$ cat config.mk
export PLATFORM = sky130hd
export DESIGN_NAME = roller_stall_slowdown_and_arm_sequencer
export DESIGN_NICKNAME = d
export VERILOG_FILES = /design/src/hdl/rollseq_pkg.sv /design/src/hdl/rollseq_cfg_regs.sv /design/src/hdl/rollseq_core.sv /design/src/hdl/rollseq_out_buf.sv /design/src/hdl/roller_stall_slowdown_and_arm_sequencer.sv
export SDC_FILE = /design/constraint.sdc
export NUM_CORES = 1
export LEC_CHECK = 0
export BUFFER_PORTS_ARGS = -buffer_cell sky130_fd_sc_hd__buf_4
export CAP_MARGIN = 20
export CORE_MARGIN = 1.5
export CORE_UTILIZATION = 60
export DETAILED_ROUTE_END_ITERATION = 10
export GPL_TIMING_DRIVEN = 0
export PLACE_DENSITY_LB_ADDON = 0.15
export SYNTH_ARGS = -nofsm -noshare
export SYNTH_HDL_FRONTEND = slang
export SYNTH_SLANG_ARGS = --single-unit
$ cat constraint.sdc
create_clock -name clk -period 7.95 [get_ports clk]
set_input_delay 1.59 -clock clk [delete_from_list [all_inputs] [get_ports clk]]
set_output_delay 1.59 -clock clk [all_outputs]
set_load 0.02 [all_outputs]
$ cat src/hdl/rollseq_pkg.sv
// rollseq_pkg: shared types, codes and reset values for the roller stall
// slowdown and arm sequencer; no dependencies
`default_nettype none

package rollseq_pkg;

  localparam int CFG_INDEX_W = 3;
  localparam int CFG_DATA_W  = 16;
  localparam int DUTY_W      = 16;
  localparam int TICKS_W     = 10;
  localparam int CURRENT_W   = 12;
  localparam int BAND_W      = 3;
  localparam int SLOW_CNT_W  = 11;

  localparam logic [CFG_INDEX_W-1:0] CFG_RUN_DUTY      = 3'd0;
  localparam logic [CFG_INDEX_W-1:0] CFG_SLOW_DUTY     = 3'd1;
  localparam logic [CFG_INDEX_W-1:0] CFG_SLOW_HOLD     = 3'd2;
  localparam logic [CFG_INDEX_W-1:0] CFG_EXTEND_DELAY  = 3'd3;
  localparam logic [CFG_INDEX_W-1:0] CFG_RETRACT_DELAY = 3'd4;
  localparam logic [CFG_INDEX_W-1:0] CFG_CURRENT_LOW   = 3'd5;
  localparam logic [CFG_INDEX_W-1:0] CFG_CURRENT_HIGH  = 3'd6;

  localparam logic signed [DUTY_W-1:0] RST_RUN_DUTY      = 16'sd16384;
  localparam logic signed [DUTY_W-1:0] RST_SLOW_DUTY     = 16'sd8192;
  localparam logic [TICKS_W-1:0]       RST_SLOW_HOLD     = 10'd50;
  localparam logic [TICKS_W-1:0]       RST_EXTEND_DELAY  = 10'd15;
  localparam logic [TICKS_W-1:0]       RST_RETRACT_DELAY = 10'd15;
  localparam logic [CURRENT_W-1:0]     RST_CURRENT_LOW   = 12'd224;
  localparam logic [CURRENT_W-1:0]     RST_CURRENT_HIGH  = 12'd320;

  localparam logic [BAND_W-1:0]     BAND_MAX     = 3'd7;
  localparam logic [BAND_W-1:0]     BAND_TRIGGER = 3'd5;
  localparam logic [SLOW_CNT_W-1:0] SLOW_CNT_MAX = 11'd2047;

  localparam logic signed [DUTY_W-1:0] DUTY_MOST_NEG = 16'sh8000;
  localparam logic signed [DUTY_W-1:0] DUTY_MOST_POS = 16'sh7fff;

  localparam logic [1:0] DIR_NONE    = 2'b00;
  localparam logic [1:0] DIR_FORWARD = 2'b01;

  localparam logic [1:0] VALVE_NONE    = 2'd0;
  localparam logic [1:0] VALVE_EXTEND  = 2'd1;
  localparam logic [1:0] VALVE_RETRACT = 2'd2;

  localparam logic [1:0] LAUNCH_NONE = 2'd0;
  localparam logic [1:0] LAUNCH_LOW  = 2'd1;
  localparam logic [1:0] LAUNCH_HIGH = 2'd2;

  typedef struct packed {
    logic signed [DUTY_W-1:0] run_duty;
    logic signed [DUTY_W-1:0] slow_duty;
    logic [TICKS_W-1:0]       slow_hold_ticks;
    logic [TICKS_W-1:0]       extend_delay;
    logic [TICKS_W-1:0]       retract_delay;
    logic [CURRENT_W-1:0]     current_low;
    logic [CURRENT_W-1:0]     current_high;
  } cfg_t;

  typedef struct packed {
    logic                  force_down;
    logic                  run_rollers;
    logic signed [1:0]     roller_dir;
    logic                  arm_down;
    logic [CURRENT_W-1:0]  motor_current;
  } tick_t;

  typedef struct packed {
    logic signed [DUTY_W-1:0] motor_duty;
    logic [1:0]               valve_cmd;
    logic [1:0]               launcher_cmd;
    logic                     slowing;
  } result_t;

endpackage

`default_nettype wire

$ cat src/hdl/rollseq_cfg_regs.sv
// rollseq_cfg_regs: configuration register file with plain write port
// depends on rollseq_pkg
`default_nettype none

module rollseq_cfg_regs
  import rollseq_pkg::*;
(
  input  wire logic                   clk,
  input  wire logic                   rst,
  input  wire logic                   cfg_write_en,
  input  wire logic [CFG_INDEX_W-1:0] cfg_index,
  input  wire logic [CFG_DATA_W-1:0]  cfg_data,
  output cfg_t                        cfg
);

  always_ff @(posedge clk) begin
    if (rst) begin
      cfg.run_duty        <= RST_RUN_DUTY;
      cfg.slow_duty       <= RST_SLOW_DUTY;
      cfg.slow_hold_ticks <= RST_SLOW_HOLD;
      cfg.extend_delay    <= RST_EXTEND_DELAY;
      cfg.retract_delay   <= RST_RETRACT_DELAY;
      cfg.current_low     <= RST_CURRENT_LOW;
      cfg.current_high    <= RST_CURRENT_HIGH;
    end else if (cfg_write_en) begin
      unique case (cfg_index)
        CFG_RUN_DUTY:      cfg.run_duty        <= cfg_data;
        CFG_SLOW_DUTY:     cfg.slow_duty       <= cfg_data;
        CFG_SLOW_HOLD:     cfg.slow_hold_ticks <= cfg_data[TICKS_W-1:0];
        CFG_EXTEND_DELAY:  cfg.extend_delay    <= cfg_data[TICKS_W-1:0];
        CFG_RETRACT_DELAY: cfg.retract_delay   <= cfg_data[TICKS_W-1:0];
        CFG_CURRENT_LOW:   cfg.current_low     <= cfg_data[CURRENT_W-1:0];
        CFG_CURRENT_HIGH:  cfg.current_high    <= cfg_data[CURRENT_W-1:0];
        default: ;
      endcase
    end
  end

endmodule

`default_nettype wire

$ cat src/hdl/rollseq_core.sv
// rollseq_core: per-tick state registers and the single-pass next-state and
// result logic; depends on rollseq_pkg
`default_nettype none

module rollseq_core
  import rollseq_pkg::*;
(
  input  wire logic    clk,
  input  wire logic    rst,
  input  wire logic    accept,
  input  wire tick_t   tick,
  input  wire cfg_t    cfg,
  output result_t      result
);

  logic [BAND_W-1:0]     band_count;
  logic                  slow_active;
  logic [SLOW_CNT_W-1:0] slow_ticks;
  logic [TICKS_W-1:0]    delay_left;
  logic                  last_was_up;

  logic [BAND_W-1:0]     band_count_next;
  logic                  slow_active_next;
  logic [SLOW_CNT_W-1:0] slow_ticks_next;
  logic [TICKS_W-1:0]    delay_left_next;
  logic                  last_was_up_next;

  logic                     in_band;
  logic [BAND_W-1:0]        band_inc;
  logic                     slow_set;
  logic [SLOW_CNT_W-1:0]    ticks_inc;
  logic                     slow_done;
  logic signed [DUTY_W-1:0] base_duty;
  logic signed [DUTY_W-1:0] dir_duty;
  logic                     arm_change;

  always_comb begin
    in_band  = (tick.motor_current > cfg.current_low) &&
               (tick.motor_current < cfg.current_high);
    band_inc = in_band ? ((band_count == BAND_MAX) ? BAND_MAX : band_count + 3'd1)
                       : '0;
    slow_set = slow_active || (band_inc > BAND_TRIGGER);
    if (slow_set) begin
      ticks_inc = (slow_ticks == SLOW_CNT_MAX) ? SLOW_CNT_MAX : slow_ticks + 11'd1;
    end else begin
      ticks_inc = slow_ticks;
    end
    slow_done = ticks_inc > {1'b0, cfg.slow_hold_ticks};
    base_duty = slow_set ? cfg.slow_duty : cfg.run_duty;
    case (tick.roller_dir)
      DIR_NONE:    dir_duty = '0;
      DIR_FORWARD: dir_duty = base_duty;
      default:     dir_duty = (base_duty == DUTY_MOST_NEG) ? DUTY_MOST_POS : -base_duty;
    endcase
  end

  always_comb begin
    band_count_next  = band_count;
    slow_active_next = slow_active;
    slow_ticks_next  = slow_ticks;
    delay_left_next  = delay_left;
    last_was_up_next = last_was_up;
    result.motor_duty   = '0;
    result.valve_cmd    = VALVE_NONE;
    result.launcher_cmd = LAUNCH_NONE;
    arm_change = (last_was_up == tick.arm_down);

    if (tick.force_down) begin
      result.valve_cmd = VALVE_EXTEND;
    end else begin
      if (tick.run_rollers) begin
        band_count_next   = band_inc;
        result.motor_duty = dir_duty;
        if (slow_done) begin
          slow_ticks_next  = '0;
          slow_active_next = 1'b0;
        end else begin
          slow_ticks_next  = ticks_inc;
          slow_active_next = slow_set;
        end
      end
      if (arm_change) begin
        result.launcher_cmd = LAUNCH_LOW;
        if (tick.arm_down) begin
          result.valve_cmd = VALVE_EXTEND;
          delay_left_next  = cfg.extend_delay;
        end else begin
          delay_left_next  = cfg.retract_delay;
        end
      end else if (tick.arm_down) begin
        result.valve_cmd = VALVE_EXTEND;
        if (delay_left != '0) begin
          delay_left_next = delay_left - 10'd1;
        end else begin
          result.launcher_cmd = LAUNCH_HIGH;
        end
      end else begin
        if (delay_left != '0) begin
          delay_left_next = delay_left - 10'd1;
        end else begin
          result.valve_cmd = VALVE_RETRACT;
        end
      end
      last_was_up_next = !tick.arm_down;
    end
    result.slowing = slow_active_next;
  end

  always_ff @(posedge clk) begin
    if (rst) begin
      band_count  <= '0;
      slow_active <= 1'b0;
      slow_ticks  <= '0;
      delay_left  <= '0;
      last_was_up <= 1'b1;
    end else if (accept) begin
      band_count  <= band_count_next;
      slow_active <= slow_active_next;
      slow_ticks  <= slow_ticks_next;
      delay_left  <= delay_left_next;
      last_was_up <= last_was_up_next;
    end
  end

endmodule

`default_nettype wire

$ cat src/hdl/rollseq_out_buf.sv
// rollseq_out_buf: result register with a skid stage behind it
// depends on rollseq_pkg
`default_nettype none

module rollseq_out_buf
  import rollseq_pkg::*;
(
  input  wire logic    clk,
  input  wire logic    rst,
  input  wire logic    push,
  input  wire result_t push_data,
  output logic         full,
  output logic         head_valid,
  input  wire logic    pop,
  output result_t      head_data
);

  logic    skid_valid;
  result_t skid_data;

  assign full = skid_valid;

  always_ff @(posedge clk) begin
    if (rst) begin
      head_valid <= 1'b0;
      skid_valid <= 1'b0;
    end else if (skid_valid) begin
      if (pop) begin
        head_valid <= 1'b1;
        skid_valid <= 1'b0;
      end
    end else if (push) begin
      if (!head_valid || pop) begin
        head_valid <= 1'b1;
      end else begin
        skid_valid <= 1'b1;
      end
    end else if (pop) begin
      head_valid <= 1'b0;
    end
  end

  always_ff @(posedge clk) begin
    if (skid_valid) begin
      if (pop) begin
        head_data <= skid_data;
      end
    end else if (push) begin
      if (!head_valid || pop) begin
        head_data <= push_data;
      end else begin
        skid_data <= push_data;
      end
    end
  end

endmodule

`default_nettype wire

$ cat src/hdl/roller_stall_slowdown_and_arm_sequencer.sv
// roller_stall_slowdown_and_arm_sequencer: top level of the roller sequencer
// depends on rollseq_pkg, rollseq_cfg_regs, rollseq_core, rollseq_out_buf
//
// one input beat is one control tick; each tick yields exactly one result beat
// input channel: in_valid/in_stall carrying force_down, run_rollers,
//   roller_dir, arm_down and motor_current
// output channel: out_valid/out_stall carrying motor_duty, valve_cmd,
//   launcher_cmd and slowing
// config: cfg_write_en/cfg_index/cfg_data, register i at index i, write only,
//   change only while no tick is in flight
// result beat: registered, shown in the cycle after the input beat when the output is free
// throughput: 1 tick per cycle while in_stall is low; tick state is updated in the accept cycle
//   and the result lands in the output register
// a two-entry output buffer (result register plus skid) lets one more tick
//   enter while a result waits; in_stall rises once both entries hold beats
// reset: synchronous, clears the buffer and tick state, loads default
//   config values; in_stall is high while rst is high
// receiver stall: out_valid and the result hold until out_stall drops
`default_nettype none

module roller_stall_slowdown_and_arm_sequencer
  import rollseq_pkg::*;
(
  input  wire logic                   clk,
  input  wire logic                   rst,
  input  wire logic                   cfg_write_en,
  input  wire logic [CFG_INDEX_W-1:0] cfg_index,
  input  wire logic [CFG_DATA_W-1:0]  cfg_data,
  input  wire logic                   in_valid,
  output logic                        in_stall,
  input  wire logic                   force_down,
  input  wire logic                   run_rollers,
  input  wire logic signed [1:0]      roller_dir,
  input  wire logic                   arm_down,
  input  wire logic [CURRENT_W-1:0]   motor_current,
  output logic                        out_valid,
  input  wire logic                   out_stall,
  output logic signed [DUTY_W-1:0]    motor_duty,
  output logic [1:0]                  valve_cmd,
  output logic [1:0]                  launcher_cmd,
  output logic                        slowing
);

  cfg_t    cfg;
  tick_t   tick;
  result_t core_result;
  result_t head_data;
  logic    buf_full;
  logic    accept;
  logic    pop;

  assign in_stall = rst || buf_full;
  assign accept   = in_valid && !in_stall;
  assign pop      = out_valid && !out_stall;

  assign tick.force_down    = force_down;
  assign tick.run_rollers   = run_rollers;
  assign tick.roller_dir    = roller_dir;
  assign tick.arm_down      = arm_down;
  assign tick.motor_current = motor_current;

  rollseq_cfg_regs u_cfg_regs (
    .clk          (clk),
    .rst          (rst),
    .cfg_write_en (cfg_write_en),
    .cfg_index    (cfg_index),
    .cfg_data     (cfg_data),
    .cfg          (cfg)
  );

  rollseq_core u_core (
    .clk    (clk),
    .rst    (rst),
    .accept (accept),
    .tick   (tick),
    .cfg    (cfg),
    .result (core_result)
  );

  rollseq_out_buf u_out_buf (
    .clk        (clk),
    .rst        (rst),
    .push       (accept),
    .push_data  (core_result),
    .full       (buf_full),
    .head_valid (out_valid),
    .pop        (pop),
    .head_data  (head_data)
  );

  assign motor_duty   = head_data.motor_duty;
  assign valve_cmd    = head_data.valve_cmd;
  assign launcher_cmd = head_data.launcher_cmd;
  assign slowing      = head_data.slowing;

endmodule

`default_nettype wire

==> After elaboration in Yosys (flattened, before gate mapping) <==
Index checks and enable logic that the tools add are counted.
{ "op_classes": {"addsub": 4, "order_cmp": 4, "eq_ne": 13, "n_mux": 36, "n_bitwise": 3, "reduce_logical": 30} }
{ "ops": {"columns": ["op", "n"], "rows": [
  ["21-bit 2-to-1 mux", 4],
  ["16-bit 2-to-1 mux", 4],
  ["11-bit 2-to-1 mux", 3],
  ["16-bit case mux with 2 select lines", 1],
  ["10-bit 2-to-1 mux", 3],
  ["16-bit equality test, second input constant", 1],
  ["16-bit negator", 1],
  ["2-bit AND reduction", 8],
  ["3-bit AND reduction", 5],
  ["1-bit 2-to-1 mux", 13],
  ["3-bit equality test, second input constant", 4],
  ["12-bit greater-than comparator", 1],
  ["12-bit less-than comparator", 1],
  ["11-bit by 1-bit adder with 11-bit output, second input constant", 1],
  ["11-bit equality test, second input constant", 1],
  ["11-bit by 10-bit greater-than comparator with 1-bit output", 1],
  ["2-bit 2-to-1 mux", 5],
  ["10-bit nonzero test", 1],
  ["10-bit by 1-bit subtractor with 10-bit output, second input constant", 1],
  ["2-bit nonzero test", 4],
  ["3-bit by 2-bit equality test with 1-bit output, second input constant", 2],
  ["3-bit 2-to-1 mux", 2],
  ["1-bit zero test", 4],
  ["4-bit 2-to-1 mux", 1],
  ["other kinds (12)", 18]
]} }
{ "totals": {"ff_bits": 156, "out_inout_bits": 23, "word_cells": 112} }

==> Depth between registers and ports, before layout <==
{ "logic_depth": {"word_depth": 14, "ltp_mapped": 22} }

==> Cells and area by module <==
A second synthesis with hierarchy kept.
{ "hier_totals": {"hier_cells": 911, "area_unflattened_um2": 8809.7} }
{ "by_module_without_submodules": {"columns": ["mod", "instances", "cells_per_inst", "area_per_inst_um2", "seq_area_each_um2"], "rows": [
  ["rollseq_core", 1, 511, 3629.7, 520.5],
  ["rollseq_cfg_regs", 1, 320, 3470.8, 1721.7],
  ["rollseq_out_buf", 1, 77, 1689.1, 1301.2],
  ["roller_stall_slowdown_and_arm_sequencer", 1, 3, 20.0, 0.0]
]} }

==> Least setup slack after synthesis <==
OpenSTA, ideal clock, no wires.
{ "synth_timing": {"kind": "input port to flip-flop", "startpoint": "in motor_current[10]", "endpoint": "reg u_core.slow_active", "setup_ps": 114, "arrival_time_ps": 5080, "t_required_ps": 7836, "setup_slack_ps": 2756, "cell_stages": 16, "cell_sequence": "ha_1 nand4_1 nor3_2 a311oi_2 o211a_4 a21oi_4 buf_2 a21oi_1 o22a_1 ha_1 a21o_1 a211o_1 o31a_1 a211oi_2 nor3_1 a2111oi_0"} }
{ "synth_via": {"elab_chain_cells": 10, "elab_cells_between_ends": 11} }
{ "synth_lines": {"columns": ["item", "line", "rtl"], "rows": [
  ["start: declaration", "roller_stall_slowdown_and_arm_sequencer.sv:35", "input wire logic [CURRENT_W-1:0] motor_current,"],
  ["12-bit greater-than comparator or 12-bit less-than comparator (tied branches)", "rollseq_core.sv:38, rollseq_core.sv:39", null],
  ["1-bit logical AND (*)", "rollseq_core.sv:38", "in_band = (tick.motor_current > cfg.current_low) &&"],
  ["3-bit 2-to-1 mux (*)", "rollseq_core.sv:40", "band_inc = in_band ? ((band_count == BAND_MAX) ? BAND_MAX : band_count + 3'd1)"],
  ["3-bit greater-than comparator (*)", "rollseq_core.sv:42", "slow_set = slow_active || (band_inc > BAND_TRIGGER);"],
  ["1-bit logical OR (*)", "rollseq_core.sv:42", null],
  ["11-bit 2-to-1 mux", "rollseq_core.sv:43", "if (slow_set) begin"],
  ["11-bit by 10-bit greater-than comparator with 1-bit output", "rollseq_core.sv:48", "slow_done = ticks_inc > {1'b0, cfg.slow_hold_ticks};"],
  ["1-bit 2-to-1 mux (*)", "rollseq_core.sv:74", "if (slow_done) begin"],
  ["1-bit 2-to-1 mux (*)", "rollseq_core.sv:71", "if (tick.run_rollers) begin"],
  ["1-bit 2-to-1 mux (*)", "rollseq_core.sv:68", "if (tick.force_down) begin"],
  ["end signal: assignment", "rollseq_core.sv:118", "slow_active <= slow_active_next;"],
  ["end: declaration", "rollseq_core.sv:17", "logic slow_active;"]
]} }
Mark *: on every way between the ends. The rest lies on a longest branch, timed or not.
A chain may end at the register's enable or synchronous reset.

==> Worst setup path in the final report <==
{ "layout_timing": {"startpoint": "in motor_current[9]", "endpoint": "reg, netlist name u_out_buf.head_data[12]"} }
{ "layout_via": {"elab_chain_cells": 14, "elab_cells_between_ends": 16} }
{ "layout_lines": {"columns": ["item", "line", "rtl"], "rows": [
  ["12-bit greater-than comparator or 12-bit less-than comparator (tied branches)", "rollseq_core.sv:38, rollseq_core.sv:39", null],
  ["1-bit logical AND (*)", "rollseq_core.sv:38", null],
  ["3-bit 2-to-1 mux (*)", "rollseq_core.sv:40", null],
  ["3-bit greater-than comparator (*)", "rollseq_core.sv:42", null],
  ["1-bit logical OR (*)", "rollseq_core.sv:42", null],
  ["16-bit 2-to-1 mux (*)", "rollseq_core.sv:49", "base_duty = slow_set ? cfg.slow_duty : cfg.run_duty;"],
  ["16-bit negator or 16-bit equality test (tied branches)", "rollseq_core.sv:53", "default: dir_duty = (base_duty == DUTY_MOST_NEG) ? DUTY_MOST_POS : -base_duty;"],
  ["16-bit 2-to-1 mux", "rollseq_core.sv:53", null],
  ["16-bit case mux with 2 select lines (*)", "rollseq_core.sv:50", "case (tick.roller_dir)"],
  ["16-bit 2-to-1 mux (*)", "rollseq_core.sv:71", null],
  ["16-bit 2-to-1 mux (*)", "rollseq_core.sv:68", null],
  ["21-bit 2-to-1 mux (*)", "rollseq_out_buf.sv:49", "if (!head_valid || pop) begin"],
  ["21-bit 2-to-1 mux (*)", "rollseq_out_buf.sv:48", "end else if (push) begin"],
  ["21-bit 2-to-1 mux (*)", "rollseq_out_buf.sv:44", "if (skid_valid) begin"]
]} }
Mark *: on every way between the ends. The rest lies on a longest branch, timed or not. The select of a mux whose other input is x is not followed.

==> results.cfg <==
[global_route]
grt_overflow_total = 0
antenna_found_initial = 0
grt_first_pass_wirelength_mm = 36.8
grt_max_degree = 22
grt_use_total_pct = 32.1
grt_pass1_vias = 7331

[clock_tree]
cts_tree = done
post-cts-setup-buffer-count = 0
htree_levels = 4
cts_made_buffers = 17
holdBufCountCts = 0
clock_latency_ps = 430
root_buffer = clkbuf_16
cts.sink_count = 156
clkTransAtPathRegs_ps = 60
cts_resized = 0
clockBufferDepth = 2

[run_status]
status = finished clean

[timing]
final_hold_viol_count = 0
rsz0062_at_grt = false
fin_skew_ps = 6.33
tns_ps = 0
drv_slew = 0
setup_viol = 0
tightestPinTransition_ps = 1040
max_freq_mhz = 172
min_period_ps = 5800
hold_ws_ps = 455
period_share_pct = 72.9
slew_headroom_pct = 30.1

[setup_path]
cp-end-kind = flop
reg2regPathDepth = 17
worstSetupPathType = input pin to flop
required_ps = 8200
r2r_start = u_cfg_regs.cfg[9]
setup.worst_path.start_class = input pin
reg2reg_to = u_out_buf.head_data[12]
reg2reg_slack_ps = 3060
worstPathMaxFanout = 10
worstPathArrival_ps = 6040

[routing]
drt_iter0_drc = 761
vias_per_cell = 6.10
route.detailed.drc = 0
drtAntennaViolNets = 0
via_count = 7851
wirelength_mm = 23.2
firstDrtPassIters = 7
wire_per_inst_um = 18.1

[floorplanning]
die-area_um2 = 14900
pin_count = 64
die_h_um = 122
die_w_um = 122
row_count = 43
core_um2 = 13800
initial_utilization_pct = 61.4

[layout]
layout-drive-gt1-share_pct = 12.6
seq_area_um2 = 3540
syn_to_final_growth_pct = 14.4
nets = 1172
multiInputGateArea_um2 = 4550
antenna_cells = 0
fill_cells = 1138

[pwr]
vdd_drop_max_v = 0.000158
power_density_nw_per_um2 = 194
p_leak_nw = 3.66

[flow_run]
drv_cap = 0

[synthesis]
syn_area_per_cell_um2 = 8.35
yosys.area.top_type = dfxtp_1
syn_nets = 1095
synthFlopType = dfxtp_1
yosys_warnings = 0
async_reset_ff_share_pct = 0
synthCells = 1017
synth-seq-cells = 156
syn-cell-area_um2 = 8490
synth_edf_count = 42
seq_area_frac_synth_pct = 41.7
synth_top_cells_by_area = dfxtp_1 (27%), edfxtp_1 (15%), nand2_1 (9.9%), a21oi_1 (6.9%), ha_1 (5.5%)
ys_types = 76
synth.top_cell.area_share_pct = 26.9

[placement]
place.gp.congestion = 0.906
dpl.hpwl_mm = 16.8
port_buffers = 57

[worst_hold_path]
whs_path_depth = 2
hold_class = flop to flop
min_to = u_cfg_regs.cfg[40]
min_from = u_cfg_regs.cfg[40]
-- layout make-up --
type	instances	share of cell area [%]
inverter	47	1.82
tap	180	2.32
multi-input combinational	759	46.8
timing repair buffer	58	4.56
clock inverter	12	0.901
clock buffer	20	4.80
buffer	55	2.30
sequential	156	36.5
-- per-layer routing --
metal  global-route usage, %  wire length (µm)  vias up
met5                       0                 0        -
met1                    41.8              9770     3651
met3                    5.90              1870       68
met2                    52.5             10800      353
met4                    13.3               746        0
li1                        -                 -     3779
-- cells by family after synthesis --
family	after synthesis	share of synthesized area (%)
simple gates	415	22.5
buf+inv	102	4.72
mux	27	3.58
xor+xnor	19	1.96
fa+ha+maj	38	5.57
flops	156	41.7
compound gates	260	20.0
-- placed cells by master (no fill, tap or decap), drive strengths merged, types with 7 or more instances in the layout --
cell    instances
edfxtp         42
o211ai         20
nand2         223
a22oi           9
xor2            9
mux2i           9
inv            51
a31oi          11
buf            68
o21ai          34
and3            8
clkbuf         65
dfxtp         114
nand3          38
nor4            7
nor3           19
ha             37
nand2b         10
a21oi         119
xnor2          10
nand4          16
mux2           18
a221oi          7
nor2b          11
o31ai          12
nor2           58
a211oi         13
-- power breakdown --
group,switching [W],total [W],internal (W)
clock network,0.000341,0.000767,0.000426
registers,0.0000165,0.000855,0.000839
logic,0.000162,0.000262,0.0000999
-- per-stage QoR --
stage / cells / instance area [µm²] / total power (W) / utilization (%) / setup slack, ps
after CTS: 1287 / 9720 / 0.00188 / 70.3 / 2290
after global routing: 1287 / 9720 / 0.00195 / 70.3 / 1960
final: 1287 / 9720 / 0.00188 / 70.3 / 2150
after detailed placement: 1255 / 9160 / 0.00113 / 66.3 / 1880
after global placement: 1254 / 9140 / 0.00112 / 66.1 / 1950
after floorplan: 1017 / 8490 / 0.00104 / - / 2760
-- Yosys cell counts (3+ instances only) --
cell type,count
a31oi_1,10
xor2_1,9
nor3_1,17
xnor2_1,10
buf_1,4
buf_2,4
mux2_2,15
nor2b_1,11
o2111ai_1,5
o31ai_1,12
nand2_1,223
inv_1,46
mux2i_1,8
nand2b_1,9
a22oi_1,9
o21ai_0,32
clkbuf_1,44
nor2_1,58
edfxtp_1,42
and3_1,8
nor4_1,4
nand3_1,38
or3_1,6
dfxtp_1,114
a221oi_1,5
or2_2,4
a21oi_1,117
a211oi_1,11
ha_1,37
nor3b_1,6
a21o_1,3
a22o_1,6
o211ai_1,19
nand4_1,15
-- worst max-delay path: stages --
cell      delay, ps
buf_4           120
ha_1            310
a211oi_1        220
nor2_1          120
a311oi_2        490
o211ai_4        200
o21ai_4         250
buf_6           210
mux2i_1         360
ha_1            210
clkbuf_1        380
nand3_1         300
nor2b_1         240
nand3_1         140
mux2i_2         470
nor2_1          170
a221oi_1        280
-- registers in the layout, indices dropped and copies added (netlist names) --
signal,count
u_core.slow_ticks,11
u_core.delay_left,10
u_out_buf.head_data,21
u_core.band_count,3
u_core.last_was_up,1
u_cfg_regs.cfg,86
u_out_buf.skid_data,21
u_out_buf.full,1
u_out_buf.head_valid,1
u_core.slow_active,1
-- worst max-delay path by stage --
stage	slack, ps	end	from
2_1_floorplan	2760	u_core.slow_active	motor_current[10]
3_5_place_dp	1880	u_out_buf.head_data[12]	motor_current[9]
4_1_cts	2290	u_out_buf.head_data[12]	motor_current[9]
6_report	2150	u_out_buf.head_data[12]	motor_current[9]
5_1_grt	1960	u_out_buf.head_data[12]	motor_current[9]
3_3_place_gp	1950	u_out_buf.head_data[12]	motor_current[9]
Note: power is estimated with default switching activity, not from simulation.
